`config.mk`:
```
export PLATFORM = sky130hd
export DESIGN_NAME = quadrature_direction_speed
export DESIGN_NICKNAME = d
export VERILOG_FILES = /design/src/rtl/qds_pkg.sv /design/src/rtl/quadrature_direction_speed.sv /design/src/rtl/qds_front.sv /design/src/rtl/qds_fifo.sv /design/src/rtl/qds_back.sv
export SDC_FILE = /design/constraint.sdc
export NUM_CORES = 1
export LEC_CHECK = 0
export ABC_AREA = 1
export BUFFER_PORTS_ARGS = -buffer_cell sky130_fd_sc_hd__buf_2
export CORE_UTILIZATION = 62
export DETAILED_ROUTE_END_ITERATION = 16
export PLACE_DENSITY_LB_ADDON = 0.15
export SLEW_MARGIN = 20
export SYNTH_ARGS = -nofsm -noshare
export SYNTH_HDL_FRONTEND = slang
export SYNTH_SLANG_ARGS = --single-unit
```
`constraint.sdc`:
```
create_clock -name clk -period 3 [get_ports clk]
set_input_delay 0.6 -clock clk [delete_from_list [all_inputs] [get_ports clk]]
set_output_delay 0.6 -clock clk [all_outputs]
set_load 0.01 [all_outputs]
```
`src/rtl/qds_pkg.sv`:
```
// Shared types and constants for the quadrature direction and speed block.
// Used by every module under rtl/; depends on nothing.
`default_nettype none

package qds_pkg;

	// default width of the stored timestamps
	localparam int TIME_BITS_DEF = 32;

	// width of the time_ms field on the sample stream
	localparam int TIME_IN_W = 32;

	// job queue depth between classifier and divider
	localparam int JOB_DEPTH_DEF = 2;

	// pulses_per_rev register
	localparam int PPR_W = 11;
	localparam logic [PPR_W-1:0] PPR_RESET = 11'd20;

	// speed magnitude and signed output widths
	localparam int MAG_W = 16;
	localparam int SPD_W = 17;
	localparam logic [MAG_W-1:0] RPM_NUMERATOR = 16'd60000;

	// APB map
	localparam int APB_AW = 2;
	localparam int APB_DW = 32;
	localparam logic [APB_AW-1:0] ADDR_PPR = 2'd0;

	// stream widths
	localparam int S_TDATA_W = 40;
	localparam int M_TDATA_W = 24;

	// control bits carried with each job
	typedef struct packed {
		logic right;
		logic fresh;
	} qds_job_t;

	localparam int JOB_CTL_W = $bits(qds_job_t);

endpackage

`default_nettype wire

```
`src/rtl/quadrature_direction_speed.sv`:
```
// Top level of the quadrature direction and speed block: stream ports, APB register,
// and the classifier / job queue / divider chain. Depends on qds_pkg, qds_front,
// qds_fifo and qds_back.
`default_nettype none

// Each request on the sample stream carries the two encoder pin levels and a
// millisecond timestamp. A sample in which neither pin moved keeps s_tready high and
// yields nothing. When a pin moved (A wins if both did; a pending B change is
// picked up by a later sample) its level and time are stored, the other pin's time
// is cleared if it lies later (timer wrap), and one result follows: direction,
// signed speed in rpm (negative for a left turn) and a tuser flag that is set when
// the speed was recomputed from two nonzero stamps, i.e. 60000 / ppr / |dt|,
// truncated. Otherwise the last magnitude is repeated. A changing sample holds
// s_tready low until its job is pushed into the queue; the divider runs two 16-step
// bit-serial passes through one shared restoring unit, so a recomputed result goes
// through the classifier, the job queue, both passes and the done state into the
// output register, while a held one skips the passes. Sustained rate is set by that
// divider, which takes no new job until its last result is loaded. A two-entry job
// queue and the output register let samples flow while results wait. pulses_per_rev
// lives at APB address 0 (reset 20, 0 acts as 1); write it only while idle.
module quadrature_direction_speed #(
	parameter int TIME_BITS = qds_pkg::TIME_BITS_DEF,
	parameter int JOB_DEPTH = qds_pkg::JOB_DEPTH_DEF
) (
	input  wire logic                           clk,
	input  wire logic                           arst_n,
	// sample stream
	input  wire logic                           s_tvalid,
	output logic                                s_tready,
	// [0] pin_a_level, [1] pin_b_level, [33:2] time_ms, [39:34] zero
	input  wire logic [qds_pkg::S_TDATA_W-1:0]  s_tdata,
	// result stream
	output logic                                m_tvalid,
	input  wire logic                           m_tready,
	// [0] turn_right, [17:1] speed_rpm, [23:18] zero
	output logic [qds_pkg::M_TDATA_W-1:0]       m_tdata,
	// [0] speed_fresh
	output logic                                m_tuser,
	// APB register port
	input  wire logic                           psel,
	input  wire logic                           penable,
	input  wire logic                           pwrite,
	input  wire logic [qds_pkg::APB_AW-1:0]     paddr,
	input  wire logic [qds_pkg::APB_DW-1:0]     pwdata,
	output logic [qds_pkg::APB_DW-1:0]          prdata,
	output logic                                pready
);

	localparam int JOB_W = qds_pkg::JOB_CTL_W + TIME_BITS;

	logic [qds_pkg::PPR_W-1:0] ppr_q;

	// classifier to queue
	logic                    push, full;
	qds_pkg::qds_job_t       push_ctl;
	logic [TIME_BITS-1:0]    push_diff;

	// queue to divider
	logic                    pop, empty;
	logic [JOB_W-1:0]        job_word;
	qds_pkg::qds_job_t       job_ctl;
	logic [TIME_BITS-1:0]    job_diff;

	// result fields
	logic                    res_right, res_fresh;
	logic [qds_pkg::SPD_W-1:0] res_speed;

	// APB: zero-wait, write on the access phase, decode the single register
	assign pready = 1'b1;
	assign prdata = (paddr == qds_pkg::ADDR_PPR) ?
		qds_pkg::APB_DW'(ppr_q) : '0;

	always_ff @(posedge clk or negedge arst_n) begin
		if (!arst_n) begin
			ppr_q <= qds_pkg::PPR_RESET;
		end else if (psel && penable && pwrite && pready &&
				(paddr == qds_pkg::ADDR_PPR)) begin
			ppr_q <= pwdata[qds_pkg::PPR_W-1:0];
		end
	end

	// classify samples and hold pin state
	qds_front #(
		.TIME_BITS(TIME_BITS)
	) u_front (
		.clk        (clk),
		.arst_n     (arst_n),
		.s_tvalid   (s_tvalid),
		.s_tready   (s_tready),
		.pin_a_level(s_tdata[0]),
		.pin_b_level(s_tdata[1]),
		.time_ms    (s_tdata[qds_pkg::TIME_IN_W+1:2]),
		.push       (push),
		.push_ctl   (push_ctl),
		.push_diff  (push_diff),
		.full       (full)
	);

	// decouple classifier from divider
	qds_fifo #(
		.W    (JOB_W),
		.DEPTH(JOB_DEPTH)
	) u_jobs (
		.clk   (clk),
		.arst_n(arst_n),
		.push  (push),
		.wdata ({push_ctl, push_diff}),
		.full  (full),
		.pop   (pop),
		.empty (empty),
		.rdata (job_word)
	);

	assign job_ctl  = job_word[JOB_W-1:TIME_BITS];
	assign job_diff = job_word[TIME_BITS-1:0];

	// compute speed and drive the result register
	qds_back #(
		.TIME_BITS(TIME_BITS)
	) u_back (
		.clk      (clk),
		.arst_n   (arst_n),
		.job_empty(empty),
		.job_pop  (pop),
		.job_ctl  (job_ctl),
		.job_diff (job_diff),
		.ppr      (ppr_q),
		.res_valid(m_tvalid),
		.res_ready(m_tready),
		.res_right(res_right),
		.res_speed(res_speed),
		.res_fresh(res_fresh)
	);

	assign m_tdata = {{(qds_pkg::M_TDATA_W - qds_pkg::SPD_W - 1){1'b0}}, res_speed, res_right};
	assign m_tuser = res_fresh;

endmodule

`default_nettype wire

```
`src/rtl/qds_front.sv`:
```
// Sample classifier: detects pin changes, keeps levels and stamps, queues jobs.
// Depends on qds_pkg.
`default_nettype none

module qds_front #(
	parameter int TIME_BITS = qds_pkg::TIME_BITS_DEF
) (
	input  wire logic                  clk,
	input  wire logic                  arst_n,
	input  wire logic                  s_tvalid,
	output logic                       s_tready,
	input  wire logic                  pin_a_level,
	input  wire logic                  pin_b_level,
	input  wire logic [qds_pkg::TIME_IN_W-1:0] time_ms,
	output logic                       push,
	output qds_pkg::qds_job_t          push_ctl,
	output logic [TIME_BITS-1:0]       push_diff,
	input  wire logic                  full
);

	logic                   lvl_a_q, lvl_b_q, pend_q;
	logic [TIME_BITS-1:0]   stamp_a_q, stamp_b_q;
	logic [TIME_BITS+qds_pkg::TIME_IN_W-1:0] t_ext;
	logic [TIME_BITS-1:0]   t;
	logic                   accept, a_chg, b_chg;
	logic                   a_gt_b, a_lt_b;

	assign t_ext  = {{TIME_BITS{1'b0}}, time_ms};
	assign t      = t_ext[TIME_BITS-1:0];
	assign s_tready = !pend_q;
	assign accept = s_tvalid && s_tready;
	assign a_chg  = pin_a_level != lvl_a_q;
	assign b_chg  = !a_chg && (pin_b_level != lvl_b_q);

	always_ff @(posedge clk or negedge arst_n) begin
		if (!arst_n) begin
			lvl_a_q   <= 1'b0;
			lvl_b_q   <= 1'b0;
			stamp_a_q <= '0;
			stamp_b_q <= '0;
			pend_q    <= 1'b0;
		end else begin
			if (accept && a_chg) begin
				lvl_a_q   <= pin_a_level;
				stamp_a_q <= t;
				if (stamp_b_q > t) begin
					stamp_b_q <= '0;
				end
			end else if (accept && b_chg) begin
				lvl_b_q   <= pin_b_level;
				stamp_b_q <= t;
				if (stamp_a_q > t) begin
					stamp_a_q <= '0;
				end
			end
			if (accept && (a_chg || b_chg)) begin
				pend_q <= 1'b1;
			end else if (push) begin
				pend_q <= 1'b0;
			end
		end
	end

	// evaluate the updated state in the cycle after the change
	assign a_gt_b = stamp_a_q > stamp_b_q;
	assign a_lt_b = stamp_a_q < stamp_b_q;

	always_comb begin
		push           = pend_q && !full;
		push_ctl.right = (lvl_a_q && !lvl_b_q) ? a_gt_b : a_lt_b;
		push_ctl.fresh = (stamp_a_q != '0) && (stamp_b_q != '0);
		push_diff      = a_gt_b ? (stamp_a_q - stamp_b_q) : (stamp_b_q - stamp_a_q);
	end

endmodule

`default_nettype wire

```
`src/rtl/qds_fifo.sv`:
```
// Small job queue between classifier and divider; register storage.
// Depends on qds_pkg only for its default depth.
`default_nettype none

module qds_fifo #(
	parameter int W     = 34,
	parameter int DEPTH = qds_pkg::JOB_DEPTH_DEF
) (
	input  wire logic         clk,
	input  wire logic         arst_n,
	input  wire logic         push,
	input  wire logic [W-1:0] wdata,
	output logic              full,
	input  wire logic         pop,
	output logic              empty,
	output logic [W-1:0]      rdata
);

	localparam int AW = (DEPTH > 1) ? $clog2(DEPTH) : 1;
	localparam int CW = $clog2(DEPTH + 1);

	logic [W-1:0]  mem_q [DEPTH];
	logic [AW-1:0] wr_ptr_q, rd_ptr_q;
	logic [CW-1:0] count_q;

	assign full  = count_q == CW'(DEPTH);
	assign empty = count_q == '0;
	assign rdata = mem_q[rd_ptr_q];

	always_ff @(posedge clk) begin
		if (push) begin
			mem_q[wr_ptr_q] <= wdata;
		end
	end

	always_ff @(posedge clk or negedge arst_n) begin
		if (!arst_n) begin
			wr_ptr_q <= '0;
			rd_ptr_q <= '0;
			count_q  <= '0;
		end else begin
			if (push) begin
				wr_ptr_q <= (wr_ptr_q == AW'(DEPTH - 1)) ? '0 : wr_ptr_q + 1'b1;
			end
			if (pop) begin
				rd_ptr_q <= (rd_ptr_q == AW'(DEPTH - 1)) ? '0 : rd_ptr_q + 1'b1;
			end
			if (push && !pop) begin
				count_q <= count_q + 1'b1;
			end else if (pop && !push) begin
				count_q <= count_q - 1'b1;
			end
		end
	end

endmodule

`default_nettype wire

```
`src/rtl/qds_back.sv`:
```
// Speed unit: shared bit-serial divider, held magnitude, output register.
// Depends on qds_pkg.
`default_nettype none

module qds_back #(
	parameter int TIME_BITS = qds_pkg::TIME_BITS_DEF
) (
	input  wire logic                       clk,
	input  wire logic                       arst_n,
	input  wire logic                       job_empty,
	output logic                            job_pop,
	input  wire qds_pkg::qds_job_t          job_ctl,
	input  wire logic [TIME_BITS-1:0]       job_diff,
	input  wire logic [qds_pkg::PPR_W-1:0]  ppr,
	output logic                            res_valid,
	input  wire logic                       res_ready,
	output logic                            res_right,
	output logic [qds_pkg::SPD_W-1:0]       res_speed,
	output logic                            res_fresh
);

	localparam int QB = qds_pkg::MAG_W;
	localparam int CNTW = $clog2(QB);

	localparam logic [1:0] ST_IDLE = 2'd0;
	localparam logic [1:0] ST_DIV1 = 2'd1;
	localparam logic [1:0] ST_DIV2 = 2'd2;
	localparam logic [1:0] ST_DONE = 2'd3;

	logic [1:0]             st_q;
	logic [CNTW-1:0]        cnt_q;
	logic [TIME_BITS-1:0]   rem_q;
	logic [TIME_BITS-1:0]   dvs_q, diff_q;
	logic [QB-1:0]          dq_q, mag_q;
	logic                   right_q, fresh_q;

	logic [TIME_BITS:0]     shifted, rem_nxt;
	logic                   q_bit;
	logic [QB-1:0]          dq_nxt;
	logic                   last_step, out_free;
	logic [qds_pkg::SPD_W-1:0] mag_ext;

	// one restoring step per cycle; the remainder always stays below the divisor
	always_comb begin
		shifted = {rem_q, dq_q[QB-1]};
		q_bit   = shifted >= {1'b0, dvs_q};
		rem_nxt = q_bit ? (shifted - {1'b0, dvs_q}) : shifted;
		dq_nxt  = {dq_q[QB-2:0], q_bit};
	end

	assign last_step = cnt_q == CNTW'(QB - 1);
	assign out_free  = !res_valid || res_ready;
	assign job_pop   = (st_q == ST_IDLE) && !job_empty;
	assign mag_ext   = {1'b0, mag_q};

	always_ff @(posedge clk or negedge arst_n) begin
		if (!arst_n) begin
			st_q      <= ST_IDLE;
			mag_q     <= '0;
			res_valid <= 1'b0;
		end else begin
			// load a new result or drop the one just taken
			if ((st_q == ST_DONE) && out_free) begin
				res_valid <= 1'b1;
			end else if (res_ready) begin
				res_valid <= 1'b0;
			end
			unique case (st_q)
				ST_IDLE: begin
					if (!job_empty) begin
						st_q <= job_ctl.fresh ? ST_DIV1 : ST_DONE;
					end
				end
				ST_DIV1: begin
					if (last_step) begin
						st_q <= ST_DIV2;
					end
				end
				ST_DIV2: begin
					if (last_step) begin
						mag_q <= dq_nxt;
						st_q  <= ST_DONE;
					end
				end
				ST_DONE: begin
					if (out_free) begin
						st_q <= ST_IDLE;
					end
				end
				default: st_q <= ST_IDLE;
			endcase
		end
	end

	// datapath registers
	always_ff @(posedge clk) begin
		unique case (st_q)
			ST_IDLE: begin
				right_q <= job_ctl.right;
				fresh_q <= job_ctl.fresh;
				diff_q  <= (job_diff == '0) ? TIME_BITS'(1) : job_diff;
				rem_q   <= '0;
				dq_q    <= qds_pkg::RPM_NUMERATOR;
				dvs_q   <= (ppr == '0) ? TIME_BITS'(1) : TIME_BITS'(ppr);
				cnt_q   <= '0;
			end
			ST_DIV1: begin
				dq_q  <= dq_nxt;
				cnt_q <= cnt_q + 1'b1;
				if (last_step) begin
					// quotient becomes the dividend of the second pass
					rem_q <= '0;
					dvs_q <= diff_q;
				end else begin
					rem_q <= rem_nxt[TIME_BITS-1:0];
				end
			end
			ST_DIV2: begin
				dq_q  <= dq_nxt;
				rem_q <= rem_nxt[TIME_BITS-1:0];
				cnt_q <= cnt_q + 1'b1;
			end
			ST_DONE: begin
				if (out_free) begin
					res_right <= right_q;
					res_fresh <= fresh_q;
					res_speed <= right_q ? mag_ext : (qds_pkg::SPD_W'(0) - mag_ext);
				end
			end
			default: ;
		endcase
	end

endmodule

`default_nettype wire

```
**Word level (Yosys, flattened, before mapping)**

Memory sizes are Yosys's and may differ from the RTL's.
Cells that the tools add are included.

- Add/subtract/negate cells: 9
- Magnitude comparators: 5
- Eq/ne operators: 12
- Mux-type cells: 34
- Bitwise gates (word level): 1
- Reduce and logical (&&, ||, !) cells: 48

Operators by type and width:

| operator | number |
|---|---|
| 2-to-1 mux 32 bit | 10 |
| > comparator 32 bit | 3 |
| one-hot mux 32 bit (3 select lines) | 1 |
| subtractor 32 bit | 3 |
| one-hot mux 32 bit (2 select lines) | 1 |
| nonzero test 32 bit | 2 |
| >= comparator 33 x 32 -> 1 bit | 1 |
| logical NOT 32 bit | 1 |
| less-than comparator 32 bit | 1 |
| one-hot mux 16 bit (2 select lines) | 1 |
| 2-to-1 mux 11 bit | 2 |
| subtractor 1 x 16 -> 17 bit (first input constant) | 1 |
| 2-to-1 mux 16 bit | 1 |
| logical AND 1 bit | 15 |
| 2-to-1 mux 2 bit | 7 |
| nonzero test 2 bit | 7 |
| AND reduction 2 bit | 6 |
| logical NOT 11 bit | 1 |
| 2-to-1 mux 1 bit | 9 |
| logical NOT 1 bit | 8 |
| one-hot mux 2 bit (4 select lines) | 1 |
| one-hot mux 4 bit (2 select lines) | 1 |
| equality test 2 bit (second input constant) | 3 |
| logical NOT 2 bit | 3 |
| other kinds (14) | 20 |

- Register bits after elaboration: 238
- RAM bits: 68
- Input bits: 81
- Output and inout port bits: 60
- Word-level logic and storage cells: 133
- Memories: 1

Memories:

| memory | words | width | rd ports | clocked after Yosys merged registers in | write ports | RTL line | RTL |
|---|---|---|---|---|---|---|---|
| u_jobs.mem_q | 2 | 34 | 1 | 0 | 1 | qds_fifo.sv:22 | `logic [W-1:0] mem_q [DEPTH];` |

**Longest topological paths before layout**

Gate-level depths: netlist (run 1).

- Word-level depth: 7
- Depth in mapped cells: 19
- Depth with buffers taken out: 16

**By module**

Synthesis (run 1) repeated with hierarchy kept, for this count alone.

- Cells, all modules: 3,021
- Area total of the unflattened synthesis: 22,357.7 um^2

By module, submodules not included:

| module | instances | cells each | area an instance (um^2) | seq. area each (um^2) |
|---|---|---|---|---|
| qds_front | 1 | 1,602 | 9,412.8 | 1,676.6 |
| qds_back | 1 | 1,181 | 9,351.5 | 4,589.4 |
| qds_fifo | 1 | 131 | 2,811.4 | 2,142.1 |
| quadrature_direction_speed | 1 | 107 | 782.0 | 277.8 |

**Least setup slack after synthesis (run 1)**

Ideal clock, no wire load.

- Path type: register to register
- Start: register u_back.st_q[0]
- End: register u_back.dvs_q[0], enable pin
- Library setup time: 391 ps
- Arrival: 2,348 ps
- Data required time: 2,609 ps
- Path slack: 261 ps
- Stages on the path, launching flop included: 4
- Path buffers: 0
- Period minus slack after synthesis: 2,739 ps
- Path through: dfrtp_1 -> inv_1 -> ha_1 -> o21a_1

- Word-level cells in the longest chain between the ends: 3
- Elaborated cells on any way between the ends: 5
- Those cells by class: eq/ne (2); reduce/logical (3)

Ends and longest elaborated chain:

| what | RTL line | RTL |
|---|---|---|
| start: declaration | qds_back.sv:30 | `logic [1:0] st_q;` |
| start signal: assignment | qds_back.sv:71 | `st_q <= job_ctl.fresh ? ST_DIV1 : ST_DONE;` |
| equality test 2 x 1 -> 1 bit or logical NOT 2 bit (tied branches) | qds_back.sv:97 | `unique case (st_q)` |
| inequality test 2 x 1 -> 1 bit (no line) or nonzero test 2 bit (tied branches) | n/a |  |
| AND reduction 2 bit (no line) (*) | n/a |  |
| end signal: assignment | qds_back.sv:104 | `dvs_q <= (ppr == '0) ? TIME_BITS'(1) : TIME_BITS'(ppr);` |
| end signal: assignment | qds_back.sv:113 | `dvs_q <= diff_q;` |
| end: declaration | qds_back.sv:33 | `logic [TIME_BITS-1:0] dvs_q, diff_q;` |

Every way passes the cells marked *; elsewhere a longest branch is shown, timed or not.
A chain may end at the register's enable or synchronous reset.

**Worst setup path in the final report (run 1)**

- Start: register u_front.stamp_a_q[0]
- End: memory u_jobs.mem_q[1][26], data pin

- Word-level cells in the longest chain between the ends: 2
- Elaborated cells on any way between the ends: 4
- Those cells by class: add/sub (2); order compare (1); mux (1)

Ends and longest elaborated chain:

| what | RTL line | RTL |
|---|---|---|
| start: declaration | qds_front.sv:22 | `logic [TIME_BITS-1:0] stamp_a_q, stamp_b_q;` |
| start signal: assignment | qds_front.sv:45 | `stamp_a_q <= t;` |
| subtractor 32 bit or > comparator 32 bit (tied branches) | qds_front.sv:72, qds_front.sv:65 |  |
| 2-to-1 mux 32 bit (*) | qds_front.sv:72 | `push_diff = a_gt_b ? (stamp_a_q - stamp_b_q) : (stamp_b_q - stamp_a_q);` |
| named net push_diff[26] | quadrature_direction_speed.sv:56 | `logic [TIME_BITS-1:0] push_diff;` |
| end: declaration | qds_fifo.sv:22 |  |

Mark *: on every way through the listed nets, which the timed path passes. The rest lies on a longest branch.

==> results of run 1 <==
-- state kept, by name, summed over array words and instances (netlist names), 2 cells and up --
name               flops
ppr_q                 11
u_back.cnt_q           4
u_back.diff_q         32
u_back.dq_q           16
u_back.dvs_q          32
u_back.mag_q          16
u_back.rem_q          32
u_back.res_speed      17
u_back.st_q            2
u_front.stamp_a_q     32
u_front.stamp_b_q     32
u_jobs.count_q         2
u_jobs.mem_q          68
-- repair_timing --
item	CTS	global route
hold buffers	0	0
gates resized for setup	0	2
setup endpoints to repair	0	20
hold endpoints to repair	0	0
setup buffers	0	0
-- layer usage --
layer | routed length (um) | GRT usage
met5 | 0 | 0
met4 | 2699 | 0.1604
met3 | 2185 | 0.03874
met2 | 26420 | 0.5394
met1 | 22150 | 0.3628
-- per-stage QoR --
stage | instances | setup WS, ns | hold slack (ns) | instance area, um2
floorplan | 3018 | 0.2607 | 0.3044 | 22000
finish | 3549 | 0.2366 | 0.03790 | 23830
detailed placement | 3488 | 0.1741 | 0.4091 | 22740
global placement | 3488 | 0.2726 | 0.4125 | 22740
CTS | 3549 | 0.1648 | 0.02834 | 23830
global route | 3549 | 0.04245 | 0.05859 | 23830
-- area by class of cell --
cell class	count	area [um2]
fill	2991	10790
clock inverter	18	166.4
multi-input combinational	2099	10840
clock buffer	43	925.9
sequential	306	8686
timing repair buffer	123	750.7
inverter	505	1898
tap	455	569.3
-- cells in the final DEF, fill, tap and decap left out, types with 3 or more instances in the layout --
cell type and n:
inv_2 9, and2_1 7, a21oi_1 113, nor2_4 6, o21ai_0 64, nor3_1 11, o211ai_1 4, clkbuf_16 35
nor2_1 238, ha_1 167, or2_2 12, nand2_2 12, dfrtp_1 99, clkinv_1 9, buf_2 84, xnor2_1 9
nand3b_1 33, inv_1 491, clkinv_2 6, clkbuf_1 6, a21o_1 6, nand2_4 3, o21a_1 6, conb_1 28
edfxtp_1 205, o21bai_1 11, a31oi_1 3, buf_12 3, a21oi_2 4, nand3_1 187, nor2_2 9, nor4_1 23
nand4_1 30, nand2_1 1037, buf_4 36, xor2_1 62
-- final timing paths --
| kind | start | end | slack, ns |
|---|---|---|---|
| worst max-delay path | u_front.stamp_a_q[0] | u_jobs.mem_q[1][26] | 0.24 |
| worst min-delay path | arst_n | u_back.mag_q[9] | 0.04 |
| worst max register to register | u_front.stamp_a_q[0] | u_jobs.mem_q[1][26] | 0.24 |
| worst min register to register | u_back.fresh_q | u_back.res_fresh | 0.43 |
| max in group asynchronous | arst_n | u_front.stamp_a_q[4] | 2.19 |
| min in group clk | s_tdata[1] | u_front.lvl_b_q | 0.28 |
-- cells by family after synthesis --
kind of cell | share of synthesized area
and+or+nand+nor | 0.3090
buffers and inverters | 0.1139
DFF | 0.3966
AOI/OAI and AO/OA | 0.05313
adders and majority gates | 0.09815
xor gates and xnor gates | 0.02839
other | 0.0003429
muxes | 0.0004571
-- critical path, stage by stage (launching register included) --
cell     delay [ns]
dfrtp_1        0.41
inv_1          0.09
ha_1           0.25
fa_2           0.40
inv_1          0.13
nand3_1        0.08
nand3_1        0.12
nand2_1        0.08
nand2_2        0.09
nand2_1        0.05
nand2_1        0.09
nand2_1        0.09
nand2_2        0.10
nand2_4        0.13
inv_2          0.11
buf_12         0.18
nand2_1        0.08
nand2_1        0.11
==> impl_results.md, run 1 <==
* Minimum clock period at 2.763 ns
* Critical path capture point type: register
* Worst Path Arrival at 3.16 ns
* Htree depth at 2
* Area leader, netlist: edfxtp_1
* Synth area leaders: edfxtp_1 28%, nand2_1 18%, dfrtp_1 11%, ha_1 9.5%, inv_1 8.4%
* Final TNS setup at 0 ns
* Initial antenna violation count at 0
* Synth cell types at 48
* Wire length per cell at 15.06 um
* Starting Density at 0.6325
* Worst-case clock buffer depth at 3
* Worst Path Required at ~3.4 ns
* TritonRoute pass-1 iters at 6
* Synth top area share at 0.2811
* Vias at between 15k and 20k
* Clk sinks at 306
* Gr ovfl total at 0
* Share of post-route cells with drive strength above 1 at 0.07628
* CTS Root Cell: clkbuf_16
* Most numerous cell in the Yosys netlist: nand2_1
* Antenna-violating nets left at 0
* RSZ-0062 raised after global routing: no
* Synthesis warning total at 0
* Num CTS Buffers at 34
* Clock latency on the worst-skew pair at 0.55 ns
* Max Fclk at 361.9 MHz
* Vias in the first global route at 18.33k
* Critical path launch point type: register
* Number of port buffers at 85
* GRT Resource Usage Total at 0.3056
* EDFF count, synth at 205
* Vias per std cell at between 5 and 6
* Ys async rst share at 0.3301
* Pins Over Slew Limit at 0
* Final hold viol count at 0
* Slew @ Worst Pin at slightly below 0.8 ns
* Area of the core at 0.03463 mm2
* Row cnt at 68
* Mapped cell area at 0.02190 mm2
* Hpwl dp at ~42000 um
* Residual DRC at 0
* Final core occ at 0.6883
* CP Max Fanout at 29
* Antenna cells at 0
* Top cells by count, synth: 1037 x nand2_1, 493 x inv_1, 242 x nor2_1
* Ports at 141
* Area growth syn-to-layout at 8.827%
* Clock slew at reported path FFs at approximately 0.06 ns
* # nets final at approximately 3.3k
* DRT Wirelength at 53450 um
* Final cycle utilization of the critical path at 0.9211
* 1st-iter DRT viols at 1110
* Die height at roughly 190 um
* Status: finished, final reports clean
* Final Setup Violations at 0
* CTS tree: yes
* Reg2Reg Depth at 17
* GP Congestion at 0.9814
* Mapped Cells at around 3.0k
* Syn_area_per_cell at roughly 7.3 um2
* Max_slew headroom at 0.4765
* Sequential-to-total area share from yosys stat at 0.3966
* Die ar. at approximately 0.036 mm2
* Kind of critical path: reg2reg
* First-pass GRT wire length at between 80000 and 90000 um
* Worst Hold Class: in2async
* DIE WIDTH at 189.9 um
* Largest net degree at the start of global routing at 67
* Clk_skew at roughly 0.018 ns
* Max cap viols at 0
* Post-synth top flop: edfxtp_1
* Yosys reg bits at between 300 and 400
Power of run 1 is not shown: default switching activity piles up to over one toggle a cycle in this logic, so the estimate is an artifact.
==> run 2: changes to the inputs <==
--- a/config.mk
+++ b/config.mk
@@ -6,7 +6,7 @@
 export NUM_CORES = 1
 export LEC_CHECK = 0
 export ABC_AREA = 1
-export BUFFER_PORTS_ARGS = -buffer_cell sky130_fd_sc_hd__buf_2
+export BUFFER_PORTS_ARGS = -buffer_cell sky130_fd_sc_hd__buf_4
 export CORE_UTILIZATION = 62
 export DETAILED_ROUTE_END_ITERATION = 16
 export PLACE_DENSITY_LB_ADDON = 0.15
==> run 2 against run 1 <==
Final area rose by 1.4%; first-iteration DRC count rose by 5.2%; highest routed layer unchanged; critical endpoint is now u_jobs.mem_q[0][2]; final cell count barely moved; sequential share of layout area fell by 0.49 points; worst hold slack improved by 0.25 ns; clock skew rose by 0.011 ns; worst setup slack got worse by 0.068 ns; register-to-register slack got worse by 0.07 ns; die area did not move; clock-buffer cell count did not move; wire length fell by 0.46%.
==> impl_results.md, run 2 (synthesis gave the netlist of run 1 again) <==
* Status: finished, final reports clean
* # nets final at roughly 3.3k
* Clock slew at reported path FFs at 0.06 ns
* Number of port buffers at 85
* Family with the most delay on the worst path: simple AND/OR/NAND/NOR gates
* Wire length per cell at 14.99 um
* Post-CTS setup buffers at 0
* Area growth syn-to-layout at 10.31%
* Critical path capture point type: register
* CP Max Fanout at 27
* Most frequent cells in the layout: 1037 x nand2_1, 491 x inv_1, 238 x nor2_1
* Initial antenna violation count at 0
* Die height at 189.9 um
* Htree depth at 2
* Bufs and invs on worst path at 3
* Final hold viol count at 0
* Kind of critical path: reg2reg
* Critical Path Most Common Cell: nand2_1
* DRT Wirelength at 53210 um
* DIE WIDTH at ~190 um
* Vias at approximately 19k
* First-pass GRT wire length at 87980 um
* Num CTS Buffers at 34
* Residual DRC at 0
* Pins Over Slew Limit at 0
* Crit-path slowest cell: dfrtp_1
* Max_slew headroom at 0.4371
* Clock latency on the worst-skew pair at 0.53 ns
* Critical path launch point type: register
* Die ar. at between 0.03 and 0.04 mm2
* Clk sinks at 306
* CP max stage delay at 0.40 ns
* CTS tree: yes
* Largest Register: u_jobs.mem_q
* 1st-iter DRT viols at 1168
* Max cap viols at 0
* Most common cell after layout, fill and taps aside: nand2_1
* Hpwl dp at between 40000 and 50000 um
* CTS Root Cell: clkbuf_16
* Final cycle utilization of the critical path at 0.9436
* Antenna cells at 0
* Clk_skew at 0.02930 ns
* Worst-case clock buffer depth at 3
* Ports at around 140
* Row cnt at 68
* Worst Hold Class: in2reg
* Area of the core at 0.03463 mm2
* Worst Path Arrival at 3.09 ns
* Gr ovfl total at 0
* RSZ-0062 raised after global routing: no
* GP Congestion at around 0.99
* Share of post-route cells with drive strength above 1 at 0.07722
* CP Cell Sequence: inv_1, ha_1, fa_2, inv_1, nand3_1, nand3_1, nand2_1, nand2_2, nand2_1, nand2_1, nand2_1, nand2_2, nand2_4, buf_4, nand2_1, o21ai_0
* Worst Path Required at about 3.3 ns
* Max reg flops at 68
* Final Setup Violations at 0
* Vias per std cell at 5.307
* GRT Resource Usage Total at 0.3024
* Largest net degree at the start of global routing at between 70 and 80
* Starting Density at 0.6325
* Vias in the first global route at 18.38k
* Minimum clock period at 2.831 ns
* Slew @ Worst Pin at around 0.84 ns
* TritonRoute pass-1 iters at 6
* Max Fclk at 353.2 MHz
* Antenna-violating nets left at 0
* Final TNS setup at 0 ns
-- run 2: path summary, 6_finish.rpt --
path                                      start               endpoint  slack, ns  depth (start not counted)
min                                 s_tdata[18]  u_front.stamp_a_q[16]       0.28                          3
max                        u_front.stamp_a_q[0]     u_jobs.mem_q[0][2]       0.17                         16
max in group asynchronous                arst_n   u_front.stamp_b_q[5]       1.67                          3
min in group asynchronous                arst_n        u_back.mag_q[7]       0.53                          2
min reg2reg                      u_back.fresh_q       u_back.res_fresh       0.42                          0
max reg2reg                u_front.stamp_a_q[0]     u_jobs.mem_q[0][2]       0.17                         16
-- run 2: cell type report --
| class | count | area (um2) |
|---|---|---|
| clock buffers | 43 | 915.9 |
| clock inverters | 18 | 269.0 |
| fillers | 2867 | 10470 |
| inverters | 505 | 1898 |
| multi-input cells | 2099 | 10840 |
| flip-flops and latches | 306 | 8686 |
| well taps | 455 | 569.3 |
| repair buffers | 124 | 983.4 |
-- run 2: through the flow --
step	utilization	hold slack [ns]	setup slack, ns	instances	area (um2)
after floorplan	-	0.3044	0.2607	3018	22000
after global placement	0.6631	0.4128	0.2382	3488	22960
after detailed placement	0.6631	0.4128	0.1115	3488	22960
after CTS	0.6976	0.2725	0.1015	3550	24160
after global routing	0.6977	0.2878	0.003565	3550	24160
final	0.6977	0.2841	0.1691	3550	24160
-- run 2: worst min-delay path: stages --
cell     delay [ns]
buf_4          0.09
nand2_1        0.04
nand2_1        0.05
-- run 2: metal layers --
metal,global-route usage,routed length (um)
met5,0,0
met4,0.1486,2505
met3,0.03044,2287
met2,0.5371,26380
met1,0.3655,22040
-- run 2: timing repair --
item | 4_1_cts | 5_1_grt
setup endpoints to repair | 0 | 40
endpoints found under the hold margin | 12 | 0
hold buffers | 1 | 0
resized for setup | 0 | 1
Power of run 2 is left out for the same reason.
